File: src/hdl/ftas_pkg.sv
// types and constants of the frame tick action scheduler
`default_nettype none

package ftas_pkg;

  localparam int STEP_W  = 24;
  localparam int FRAME_W = 32;
  localparam int TAG_W   = 16;
  localparam int QUEUE_DEPTH = 2;

  localparam logic [2:0] REQ_TICK    = 3'd0;
  localparam logic [2:0] REQ_START   = 3'd1;
  localparam logic [2:0] REQ_STOP    = 3'd2;
  localparam logic [2:0] REQ_RESTART = 3'd3;
  localparam logic [2:0] REQ_ADD     = 3'd4;

  localparam logic KIND_STATUS = 1'b0;
  localparam logic KIND_FIRED  = 1'b1;

  typedef enum logic [2:0] {
    OP_TICK,
    OP_START,
    OP_STOP,
    OP_RESTART,
    OP_ADD,
    OP_NONE
  } op_t;

  typedef enum logic [2:0] {
    ST_IDLE,
    ST_EXEC,
    ST_SCAN,
    ST_FIRE,
    ST_STATUS
  } back_state_t;

  typedef struct packed {
    logic [2:0]         req_type;
    logic [STEP_W-1:0]  extrp_step;
    logic [FRAME_W-1:0] action_frame;
    logic [TAG_W-1:0]   action_tag;
    logic [FRAME_W-1:0] query_frames;
  } req_item_t;

  typedef struct packed {
    logic               result_kind;
    logic [TAG_W-1:0]   fired_tag;
    logic               is_last;
    logic               is_started;
    logic [FRAME_W-1:0] frame_count;
    logic               elapsed_flag;
    logic               add_accepted;
  } res_item_t;

  typedef struct packed {
    op_t                op;
    logic [STEP_W-1:0]  step;
    logic [FRAME_W-1:0] frame;
    logic [TAG_W-1:0]   tag;
    logic [FRAME_W-1:0] query;
  } cmd_t;

endpackage

`default_nettype wire

File: src/hdl/ftas_ram.sv
// generic single-port-write ram with registered read
`default_nettype none

module ftas_ram #(
  parameter int WIDTH = 8,
  parameter int DEPTH = 16,
  localparam int AW = (DEPTH > 1) ? $clog2(DEPTH) : 1
) (
  input  logic                 clk,
  input  logic                 we,
  input  logic [AW-1:0]        waddr,
  input  logic [WIDTH-1:0]     wdata,
  input  logic [AW-1:0]        raddr,
  output logic [WIDTH-1:0]     rdata
);

  logic [WIDTH-1:0] mem [DEPTH];

  always_ff @(posedge clk) begin
    if (we) begin
      mem[waddr] <= wdata;
    end
    rdata <= mem[raddr];
  end

endmodule

`default_nettype wire

File: src/hdl/ftas_front.sv
// request intake: accepts transactions and classifies them into commands
`default_nettype none

module ftas_front
  import ftas_pkg::*;
(
  input  logic      req_valid,
  output logic      req_ready,
  input  req_item_t req_item,
  output logic      push_valid,
  input  logic      push_ready,
  output cmd_t      push_cmd
);

  op_t op;

  always_comb begin
    unique case (req_item.req_type)
      REQ_TICK:    op = OP_TICK;
      REQ_START:   op = OP_START;
      REQ_STOP:    op = OP_STOP;
      REQ_RESTART: op = OP_RESTART;
      REQ_ADD:     op = OP_ADD;
      default:     op = OP_NONE;
    endcase
  end

  assign req_ready  = push_ready;
  assign push_valid = req_valid;

  always_comb begin
    push_cmd.op    = op;
    push_cmd.step  = req_item.extrp_step;
    push_cmd.frame = req_item.action_frame;
    push_cmd.tag   = req_item.action_tag;
    push_cmd.query = req_item.query_frames;
  end

endmodule

`default_nettype wire

File: src/hdl/ftas_queue.sv
// short command queue between intake and execution
`default_nettype none

module ftas_queue
  import ftas_pkg::*;
(
  input  logic clk,
  input  logic rst,
  input  logic push_valid,
  output logic push_ready,
  input  cmd_t push_cmd,
  output logic pop_valid,
  input  logic pop_ready,
  output cmd_t pop_cmd
);

  localparam int PW = (QUEUE_DEPTH > 1) ? $clog2(QUEUE_DEPTH) : 1;
  localparam int CW = $clog2(QUEUE_DEPTH + 1);

  cmd_t          entries [QUEUE_DEPTH];
  logic [PW-1:0] wr_ptr;
  logic [PW-1:0] rd_ptr;
  logic [CW-1:0] count;
  logic          do_push;
  logic          do_pop;

  assign push_ready = (count != CW'(QUEUE_DEPTH));
  assign pop_valid  = (count != '0);
  assign do_push    = push_valid && push_ready;
  assign do_pop     = pop_valid && pop_ready;
  assign pop_cmd    = entries[rd_ptr];

  always_ff @(posedge clk) begin
    if (do_push) begin
      entries[wr_ptr] <= push_cmd;
    end
  end

  always_ff @(posedge clk) begin
    if (rst) begin
      wr_ptr <= '0;
      rd_ptr <= '0;
      count  <= '0;
    end else begin
      if (do_push) begin
        wr_ptr <= (wr_ptr == PW'(QUEUE_DEPTH - 1)) ? '0 : wr_ptr + 1'b1;
      end
      if (do_pop) begin
        rd_ptr <= (rd_ptr == PW'(QUEUE_DEPTH - 1)) ? '0 : rd_ptr + 1'b1;
      end
      if (do_push && !do_pop) begin
        count <= count + 1'b1;
      end else if (do_pop && !do_push) begin
        count <= count - 1'b1;
      end
    end
  end

endmodule

`default_nettype wire

File: src/hdl/ftas_back.sv
// execution engine: run state, frame counting, action table scan, result register
`default_nettype none

module ftas_back
  import ftas_pkg::*;
#(
  parameter int MAX_SLOTS = 16,
  parameter int FRAC_BITS = 16
) (
  input  logic      clk,
  input  logic      rst,
  input  logic      pop_valid,
  output logic      pop_ready,
  input  cmd_t      pop_cmd,
  output logic      res_valid,
  input  logic      res_ready,
  output res_item_t res_item
);

  localparam int IDX_W   = (MAX_SLOTS > 1) ? $clog2(MAX_SLOTS) : 1;
  localparam int CNT_W   = $clog2(MAX_SLOTS + 1);
  localparam int SUM_W   = ((FRAC_BITS > STEP_W) ? FRAC_BITS : STEP_W) + 1;
  localparam int WHOLE_W = SUM_W - FRAC_BITS;
  localparam int ENT_W   = 1 + FRAME_W + TAG_W;

  back_state_t state, state_next;

  cmd_t                 cmd;
  logic                 run_flag;
  logic [FRAC_BITS-1:0] frac_accum;
  logic [FRAME_W-1:0]   frame_counter;
  logic [FRAME_W-1:0]   old_frame;
  logic [CNT_W-1:0]     used;
  logic                 accepted;

  logic [CNT_W-1:0]     rd_idx;
  logic                 pend;
  logic [IDX_W-1:0]     pend_idx;
  logic                 best_found;
  logic [IDX_W-1:0]     best_idx;
  logic [FRAME_W:0]     best_eff;
  logic [FRAME_W-1:0]   best_target;
  logic [TAG_W-1:0]     best_id;

  logic [SUM_W-1:0]     sum;
  logic [WHOLE_W-1:0]   whole;
  logic [FRAME_W:0]     nf_wide;
  logic [FRAME_W-1:0]   nf;
  logic                 has_room;
  logic                 res_free;
  logic                 scan_done;
  logic                 elapsed;

  logic                 ram_we;
  logic [IDX_W-1:0]     ram_waddr;
  logic [ENT_W-1:0]     ram_wdata;
  logic [ENT_W-1:0]     ram_rdata;

  logic                 ent_done;
  logic [FRAME_W-1:0]   ent_target;
  logic [TAG_W-1:0]     ent_id;
  logic                 ent_elig;
  logic [FRAME_W:0]     ent_eff;
  logic                 ent_better;

  logic                 load_res;
  res_item_t            res_next;

  ftas_ram #(
    .WIDTH (ENT_W),
    .DEPTH (MAX_SLOTS)
  ) u_table (
    .clk   (clk),
    .we    (ram_we),
    .waddr (ram_waddr),
    .wdata (ram_wdata),
    .raddr (rd_idx[IDX_W-1:0]),
    .rdata (ram_rdata)
  );

  // tick arithmetic
  assign sum      = SUM_W'(frac_accum) + SUM_W'(cmd.step);
  assign whole    = sum[SUM_W-1:FRAC_BITS];
  assign nf_wide  = {1'b0, frame_counter} + (FRAME_W + 1)'(whole);
  assign nf       = nf_wide[FRAME_W] ? '1 : nf_wide[FRAME_W-1:0];
  assign has_room = (used < CNT_W'(MAX_SLOTS));

  // table entry under evaluation
  assign ent_done   = ram_rdata[ENT_W-1];
  assign ent_target = ram_rdata[ENT_W-2 -: FRAME_W];
  assign ent_id     = ram_rdata[TAG_W-1:0];
  assign ent_elig   = !ent_done && (ent_target <= frame_counter);
  assign ent_eff    = (ent_target <= old_frame) ? ({1'b0, old_frame} + 1'b1)
                                                : {1'b0, ent_target};
  assign ent_better = pend && ent_elig && (!best_found || (ent_eff < best_eff));

  assign scan_done = (rd_idx == used) && !pend;
  assign res_free  = !res_valid || res_ready;
  assign elapsed   = run_flag && (frame_counter >= cmd.query);
  assign pop_ready = (state == ST_IDLE);

  always_ff @(posedge clk) begin
    if (rst) begin
      state <= ST_IDLE;
    end else begin
      state <= state_next;
    end
  end

  always_comb begin
    state_next = state;
    ram_we     = 1'b0;
    ram_waddr  = best_idx;
    ram_wdata  = {1'b1, best_target, best_id};
    load_res   = 1'b0;
    res_next.result_kind  = KIND_STATUS;
    res_next.fired_tag    = '0;
    res_next.is_last      = 1'b1;
    res_next.is_started   = run_flag;
    res_next.frame_count  = frame_counter;
    res_next.elapsed_flag = elapsed;
    res_next.add_accepted = accepted;
    unique case (state)
      ST_IDLE: begin
        if (pop_valid) begin
          state_next = ST_EXEC;
        end
      end
      ST_EXEC: begin
        if (cmd.op == OP_ADD && has_room) begin
          ram_we    = 1'b1;
          ram_waddr = used[IDX_W-1:0];
          ram_wdata = {1'b0, cmd.frame, cmd.tag};
        end
        if (cmd.op == OP_TICK && run_flag && whole != '0) begin
          state_next = ST_SCAN;
        end else begin
          state_next = ST_STATUS;
        end
      end
      ST_SCAN: begin
        if (scan_done) begin
          state_next = best_found ? ST_FIRE : ST_STATUS;
        end
      end
      ST_FIRE: begin
        res_next.result_kind  = KIND_FIRED;
        res_next.fired_tag    = best_id;
        res_next.is_last      = 1'b0;
        res_next.add_accepted = 1'b0;
        if (res_free) begin
          load_res   = 1'b1;
          ram_we     = 1'b1;
          state_next = ST_SCAN;
        end
      end
      ST_STATUS: begin
        if (res_free) begin
          load_res   = 1'b1;
          state_next = ST_IDLE;
        end
      end
      default: begin
        state_next = ST_IDLE;
      end
    endcase
  end

  // command register
  always_ff @(posedge clk) begin
    if (state == ST_IDLE && pop_valid) begin
      cmd <= pop_cmd;
    end
  end

  // run state
  always_ff @(posedge clk) begin
    if (rst) begin
      run_flag      <= 1'b0;
      frac_accum    <= '0;
      frame_counter <= '0;
      used          <= '0;
      accepted      <= 1'b0;
    end else if (state == ST_IDLE && pop_valid) begin
      accepted <= 1'b0;
    end else if (state == ST_EXEC) begin
      unique case (cmd.op)
        OP_TICK: begin
          if (run_flag) begin
            frac_accum    <= sum[FRAC_BITS-1:0];
            frame_counter <= nf;
          end
        end
        OP_START: begin
          run_flag <= 1'b1;
        end
        OP_STOP: begin
          run_flag      <= 1'b0;
          frac_accum    <= '0;
          frame_counter <= '0;
          used          <= '0;
        end
        OP_RESTART: begin
          run_flag      <= 1'b1;
          frac_accum    <= '0;
          frame_counter <= '0;
          used          <= '0;
        end
        OP_ADD: begin
          if (has_room) begin
            used     <= used + 1'b1;
            accepted <= 1'b1;
          end
        end
        default: begin
        end
      endcase
    end
  end

  always_ff @(posedge clk) begin
    if (state == ST_EXEC) begin
      old_frame <= frame_counter;
    end
  end

  // table scan, one slot per cycle
  always_ff @(posedge clk) begin
    if (rst) begin
      rd_idx     <= '0;
      pend       <= 1'b0;
      best_found <= 1'b0;
    end else if (state != ST_SCAN) begin
      rd_idx     <= '0;
      pend       <= 1'b0;
      best_found <= 1'b0;
    end else begin
      if (rd_idx < used) begin
        rd_idx <= rd_idx + 1'b1;
        pend   <= 1'b1;
      end else begin
        pend <= 1'b0;
      end
      if (ent_better) begin
        best_found <= 1'b1;
      end
    end
  end

  always_ff @(posedge clk) begin
    pend_idx <= rd_idx[IDX_W-1:0];
    if (state == ST_SCAN && ent_better) begin
      best_idx    <= pend_idx;
      best_eff    <= ent_eff;
      best_target <= ent_target;
      best_id     <= ent_id;
    end
  end

  // result register
  always_ff @(posedge clk) begin
    if (rst) begin
      res_valid <= 1'b0;
    end else if (load_res) begin
      res_valid <= 1'b1;
    end else if (res_ready) begin
      res_valid <= 1'b0;
    end
  end

  always_ff @(posedge clk) begin
    if (load_res) begin
      res_item <= res_next;
    end
  end

endmodule

`default_nettype wire

File: src/hdl/frame_tick_action_scheduler_core.sv
// top level of the frame tick action scheduler
// a non-tick request goes through the EXEC and STATUS states; its status result is registered
// a tick that advances the frame scans the stored actions once per firing and once more,
//   in a table scan that reads one slot per cycle from the action ram
// the engine takes a new request only in its idle state; two more can wait in the queue
// reset: synchronous, clears run flag, accumulator, frame counter and table fill
`default_nettype none

module frame_tick_action_scheduler_core
  import ftas_pkg::*;
#(
  parameter int MAX_SLOTS = 16,
  parameter int FRAC_BITS = 16
) (
  input  logic      clk,
  input  logic      rst,
  input  logic      req_valid,
  output logic      req_ready,
  input  req_item_t req_item,
  output logic      res_valid,
  input  logic      res_ready,
  output res_item_t res_item
);

  logic push_valid;
  logic push_ready;
  cmd_t push_cmd;
  logic pop_valid;
  logic pop_ready;
  cmd_t pop_cmd;

  ftas_front u_front (
    .req_valid  (req_valid),
    .req_ready  (req_ready),
    .req_item   (req_item),
    .push_valid (push_valid),
    .push_ready (push_ready),
    .push_cmd   (push_cmd)
  );

  ftas_queue u_queue (
    .clk        (clk),
    .rst        (rst),
    .push_valid (push_valid),
    .push_ready (push_ready),
    .push_cmd   (push_cmd),
    .pop_valid  (pop_valid),
    .pop_ready  (pop_ready),
    .pop_cmd    (pop_cmd)
  );

  ftas_back #(
    .MAX_SLOTS (MAX_SLOTS),
    .FRAC_BITS (FRAC_BITS)
  ) u_back (
    .clk       (clk),
    .rst       (rst),
    .pop_valid (pop_valid),
    .pop_ready (pop_ready),
    .pop_cmd   (pop_cmd),
    .res_valid (res_valid),
    .res_ready (res_ready),
    .res_item  (res_item)
  );

endmodule
`default_nettype wire

File: config.mk
export PLATFORM = sky130hd
export DESIGN_NAME = frame_tick_action_scheduler_core
export DESIGN_NICKNAME = d
export VERILOG_FILES = /design/src/hdl/ftas_pkg.sv /design/src/hdl/ftas_ram.sv /design/src/hdl/ftas_front.sv /design/src/hdl/ftas_queue.sv /design/src/hdl/ftas_back.sv /design/src/hdl/frame_tick_action_scheduler_core.sv
export SDC_FILE = /design/constraint.sdc
export NUM_CORES = 2
export LEC_CHECK = 0
export ABC_AREA = 1
export ABC_CLOCK_PERIOD_IN_PS = 9600
export BUFFER_PORTS_ARGS = -buffer_cell sky130_fd_sc_hd__buf_2
export CORE_ASPECT_RATIO = 1.25
export CORE_MARGIN = 5
export CORE_UTILIZATION = 42
export CTS_CLUSTER_SIZE = 24
export DETAILED_ROUTE_END_ITERATION = 10
export GPL_TIMING_DRIVEN = 0
export PLACE_DENSITY = 0.62
export REMOVE_ABC_BUFFERS = 1
export SKIP_CTS_REPAIR_TIMING = 1
export SLEW_MARGIN = 20
export SYNTH_ARGS = -nofsm -noshare
export SYNTH_HDL_FRONTEND = slang
export SYNTH_HIERARCHICAL = 1
export SYNTH_SLANG_ARGS = --single-unit
export TNS_END_PERCENT = 100
File: constraint.sdc
create_clock -name clk -period 9.6 [get_ports clk]
set_clock_uncertainty 0.15 [all_clocks]
set_input_delay 1.44 -clock clk [delete_from_list [all_inputs] [get_ports clk]]
set_output_delay 1.44 -clock clk [all_outputs]
set_load 0.01 [all_outputs]
==> results.sh <==
export IMPL_ant_nets=0
export IMPL_coreArea_mm2=0.148
export IMPL_io_buffers=165
export IMPL_p_leak_uw=0.0288
export IMPL_grt_pass1_vias=39544
export IMPL_gp_congestion=0.920
export IMPL_route_detailed_drc=0
export IMPL_fillers=12963
export IMPL_cp_slowest_stage_delay_ps=760
export IMPL_rsz0062_at_grt="no"
export IMPL_worstPathRequired_ps=9950
export IMPL_die_area_mm2=0.156
export IMPL_route_met3_wl_um=7700
export IMPL_p_per_area_mw_per_mm2=210
export IMPL_synth_edf_count=1275
export IMPL_grt_overflow_total=0
export IMPL_multi_input_area_mm2=0.0162
export IMPL_worstSetupEndpointType="register"
export IMPL_vias=39917
export IMPL_synth_avg_cell_area_um2=10.8
export IMPL_synth_seq_area_share_pct=65.4
export IMPL_fp_row_count=158
export IMPL_whs_ps=253
export IMPL_finalCritPeriodShare_pct=73.8
export IMPL_cts_tree="done"
export IMPL_final_layout_size_suffix_gt1_share_pct=10.8
export IMPL_status="finished clean"
export IMPL_clkSinkCount=1399
export IMPL_grt_max_degree=152
export IMPL_clkTransAtPathRegs_ps=60
export IMPL_drtIter0Drc=2856
export IMPL_critPathKind="reg2reg"
export IMPL_die_y_um=441
export IMPL_critPathMaxFanout=33
export IMPL_synthToLayoutAreaGrowth_pct=13.4
export IMPL_r2r_slack_ps=2520
export IMPL_yosysWarnings=6
export IMPL_cp_arrival_ps=7440
export IMPL_hold_class="reg2reg"
export IMPL_worstPathCellList="inv_1, ha_1, a21oi_1, nor2_1, a211oi_1, o21ai_0, nor2_1, nand2_1, nand2_1, inv_1, nor3_1, ha_1, nand4_1, nor3_1, nor4b_1, and3_1, nand2_1, nand2_1, a21oi_4, buf_16, buf_16, buf_16, buf_16"
export IMPL_r2r_cells=23
export IMPL_dr_pass1_iters=7
export IMPL_syn_instance_count=5774
export IMPL_clock_path_buffers=3
export IMPL_fp_dieW_um=355
export IMPL_cts_root_buffer="clkbuf_16"
export IMPL_stdcell_count=7898
export IMPL_grt_usage_pct=18.7
export IMPL_power_total_uw=14800
export IMPL_hold_path_endpoint="u_back/best_id[10]$_DFFE_PP_"
export IMPL_finalInstanceArea_mm2=0.0707
export IMPL_synth_ff_type="edfxtp_1"
export IMPL_synth_area_mm2=0.0623
export IMPL_wl_met2_um=74600
export IMPL_initial_core_util_pct=42.1
export IMPL_cts_buffers_inserted=135
export IMPL_top_layer_used="met4"
export IMPL_dpl_hpwl_um=96100
export IMPL_layout_nets=6141
export IMPL_h_tree_depth=4
export IMPL_final_setup_tns_ps=0
export IMPL_ir_drop_mv=0.194
export IMPL_fmax_ghz=0.141
export IMPL_finalMaxSlewViolations=0
export IMPL_min_delay_start="u_back/u_table/rdata[10]$_DFF_P_"
export IMPL_slew_headroom_pct=31.8
export IMPL_clk_latency_ps=770
export IMPL_cp_start_kind="register"
export IMPL_worst_pin_slew_ps=1020
export IMPL_grt_first_pass_wirelength_um=226000
export IMPL_ioPinCount=166
export IMPL_wl_per_cell_um=18.8
export IMPL_seq_area_mm2=0.0408
export IMPL_r2r_start="u_back/old_frame[29]$_DFFE_PP_"
export IMPL_ys_ff_latch=1399
export IMPL_period_minus_slack_ps=7080
export IMPL_cap_violations=0
export IMPL_slowest_stage="nand2_1"
export IMPL_drt_met1_wl_um=59900
export IMPL_placed_cells=7649
export IMPL_min_delay_path_depth=0
export IMPL_setup_violations=0
export IMPL_antenna_found_initial=2
export IMPL_synthDistinctLibCells=55
export IMPL_finalHoldViolCount=0
export IMPL_placed_area_mm2=0.0662
export IMPL_synthArstFlopShare_pct=0
export IMPL_r2r_end="u_back/best_target[30]$_DFFE_PP_"
export IMPL_via_per_inst=5.05
export IMPL_routed_wl_um=148000
[final cells by class]
type | count | area share, %
Clock buffer | 173 | 5.24
Timing Repair Buffer | 271 | 4.71
Inverter | 922 | 4.96
Antenna cell | 3 | 0.0106
Multi-Input combinational cell | 3137 | 22.9
Sequential cell | 1399 | 57.7
Clock inverter | 73 | 1.10
Tap cell | 1920 | 3.40
[stage by stage]
stage,setup WS (ps),utilization [%]
after floorplan,-1990,-
after global placement,-14460,42.9
final,2520,47.8
after CTS,2340,47.8
after detailed placement,2390,44.8
after global routing,2040,47.8
[kinds of logic (layout without fill, tap and decap cells)]
kind of cell / Yosys count / after routing / synth area share (%)
AO/OA/AOI/OAI: 324 / 324 / 2.78
XOR/XNOR: 31 / 31 / 0.436
adder cells (fa/ha/maj): 164 / 164 / 3.32
buffers and inverters: 1238 / 1439 / 8.91
flip-flops: 1399 / 1399 / 65.4
multiplexers: 107 / 107 / 2.11
other: 0 / 3 / 0
AND/OR/NAND/NOR: 2511 / 2511 / 17.0
[cells in the mapped netlist (4+ instances only)]
cell | instances | area [um^2]
a211oi_1 | 8 | 60.1
a21oi_1 | 164 | 821
a31oi_1 | 5 | 31.3
and3_1 | 4 | 25.0
buf_1 | 16 | 60.1
buf_2 | 93 | 465
buf_4 | 143 | 1070
buf_6 | 33 | 372
clkbuf_1 | 31 | 116
dfxtp_1 | 124 | 2480
edfxtp_1 | 1275 | 38300
ha_1 | 162 | 2030
inv_1 | 915 | 3430
mux2_2 | 77 | 867
mux2_4 | 30 | 450
nand2_1 | 1562 | 5860
nand2_2 | 6 | 37.5
nand3_1 | 653 | 3270
nand3b_1 | 7 | 52.6
nand4_1 | 35 | 219
nor2_1 | 167 | 627
nor2_2 | 4 | 25.0
nor3_1 | 34 | 170
nor3_2 | 4 | 40.0
nor4_1 | 13 | 81.3
o21ai_0 | 108 | 541
o21ai_1 | 7 | 35.0
o31ai_1 | 12 | 90.1
or2_2 | 7 | 43.8
xor2_1 | 28 | 245
[flip-flops by register name (all words and copies together), names as in the netlist, 2 cells and up, named ones only]
register / count
u_back/best_id: 16
u_back/old_frame: 32
u_back/best_target: 32
u_back/res_item: 53
u_back/used: 5
u_back/best_idx: 4
u_back/state: 3
u_queue/count: 2
u_back/u_table/mem: 784
u_back/pend_idx: 4
u_back/frame_counter: 32
u_back/cmd: 107
u_back/rd_idx: 5
u_back/best_eff: 33
u_back/frac_accum: 16
u_back/u_table/rdata: 49
u_queue/entries: 214
[how the worst max path moves through the flow]
stage,start,end,slack (ps),cells past startpoint
after CTS,u_back/old_frame[28]$_DFFE_PP_,u_back/best_target[27]$_DFFE_PP_,2340,23
after detailed placement,u_back/old_frame[31]$_DFFE_PP_,u_back/best_target[28]$_DFFE_PP_,2390,23
after global placement,u_back/rd_idx[0]$_SDFFE_PP0P_,u_back/u_table/rdata[48]$_DFF_P_,-14460,6
final,u_back/old_frame[29]$_DFFE_PP_,u_back/best_target[30]$_DFFE_PP_,2520,23
after global routing,u_back/old_frame[29]$_DFFE_PP_,u_back/best_target[27]$_DFFE_PP_,2040,24
after floorplan,u_back/rd_idx[0]$_SDFFE_PP0P_,u_back/u_table/rdata[0]$_DFF_P_,-1990,6
[power by group]
| part | total (uW) | switching [uW] | internal, uW |
|---|---|---|---|
| registers | 7570 | 219 | 7350 |
| clock network | 5370 | 2270 | 3100 |
| logic | 1900 | 1190 | 704 |
| total | 14800 | 3690 | 11200 |
[critical path: cells and delay by family, from the launching register on]
kind / cells / cell delay (ps)
AOI/OAI and AO/OA: 4 / 860
adders and majority gates: 2 / 470
buffers and inverters: 6 / 1570
DFF: 1 / 400
and+or+nand+nor: 11 / 3310
[layer usage]
metal	GRT usage [%]	vias to the layer above
met4	7.92	0
met3	2.71	322
met1	23.0	19156
met2	33.1	1187
met5	0	-
li1	-	19252
[cells in the final DEF, fill, tap and decap left out, types with 56 or more instances in the layout]
cell       synthesis  layout
nand3_1          653     653
buf_2             93     164
buf_16             0      56
a21oi_1          164     163
inv_1            915     912
o21ai_0          108      92
clkbuf_16          0     140
edfxtp_1        1275    1275
dfxtp_1          124     119
nor2_1           167     147
mux2_2            77      77
nand2_1         1562    1562
ha_1             162     162
Power figures use the tool's default switching activity.
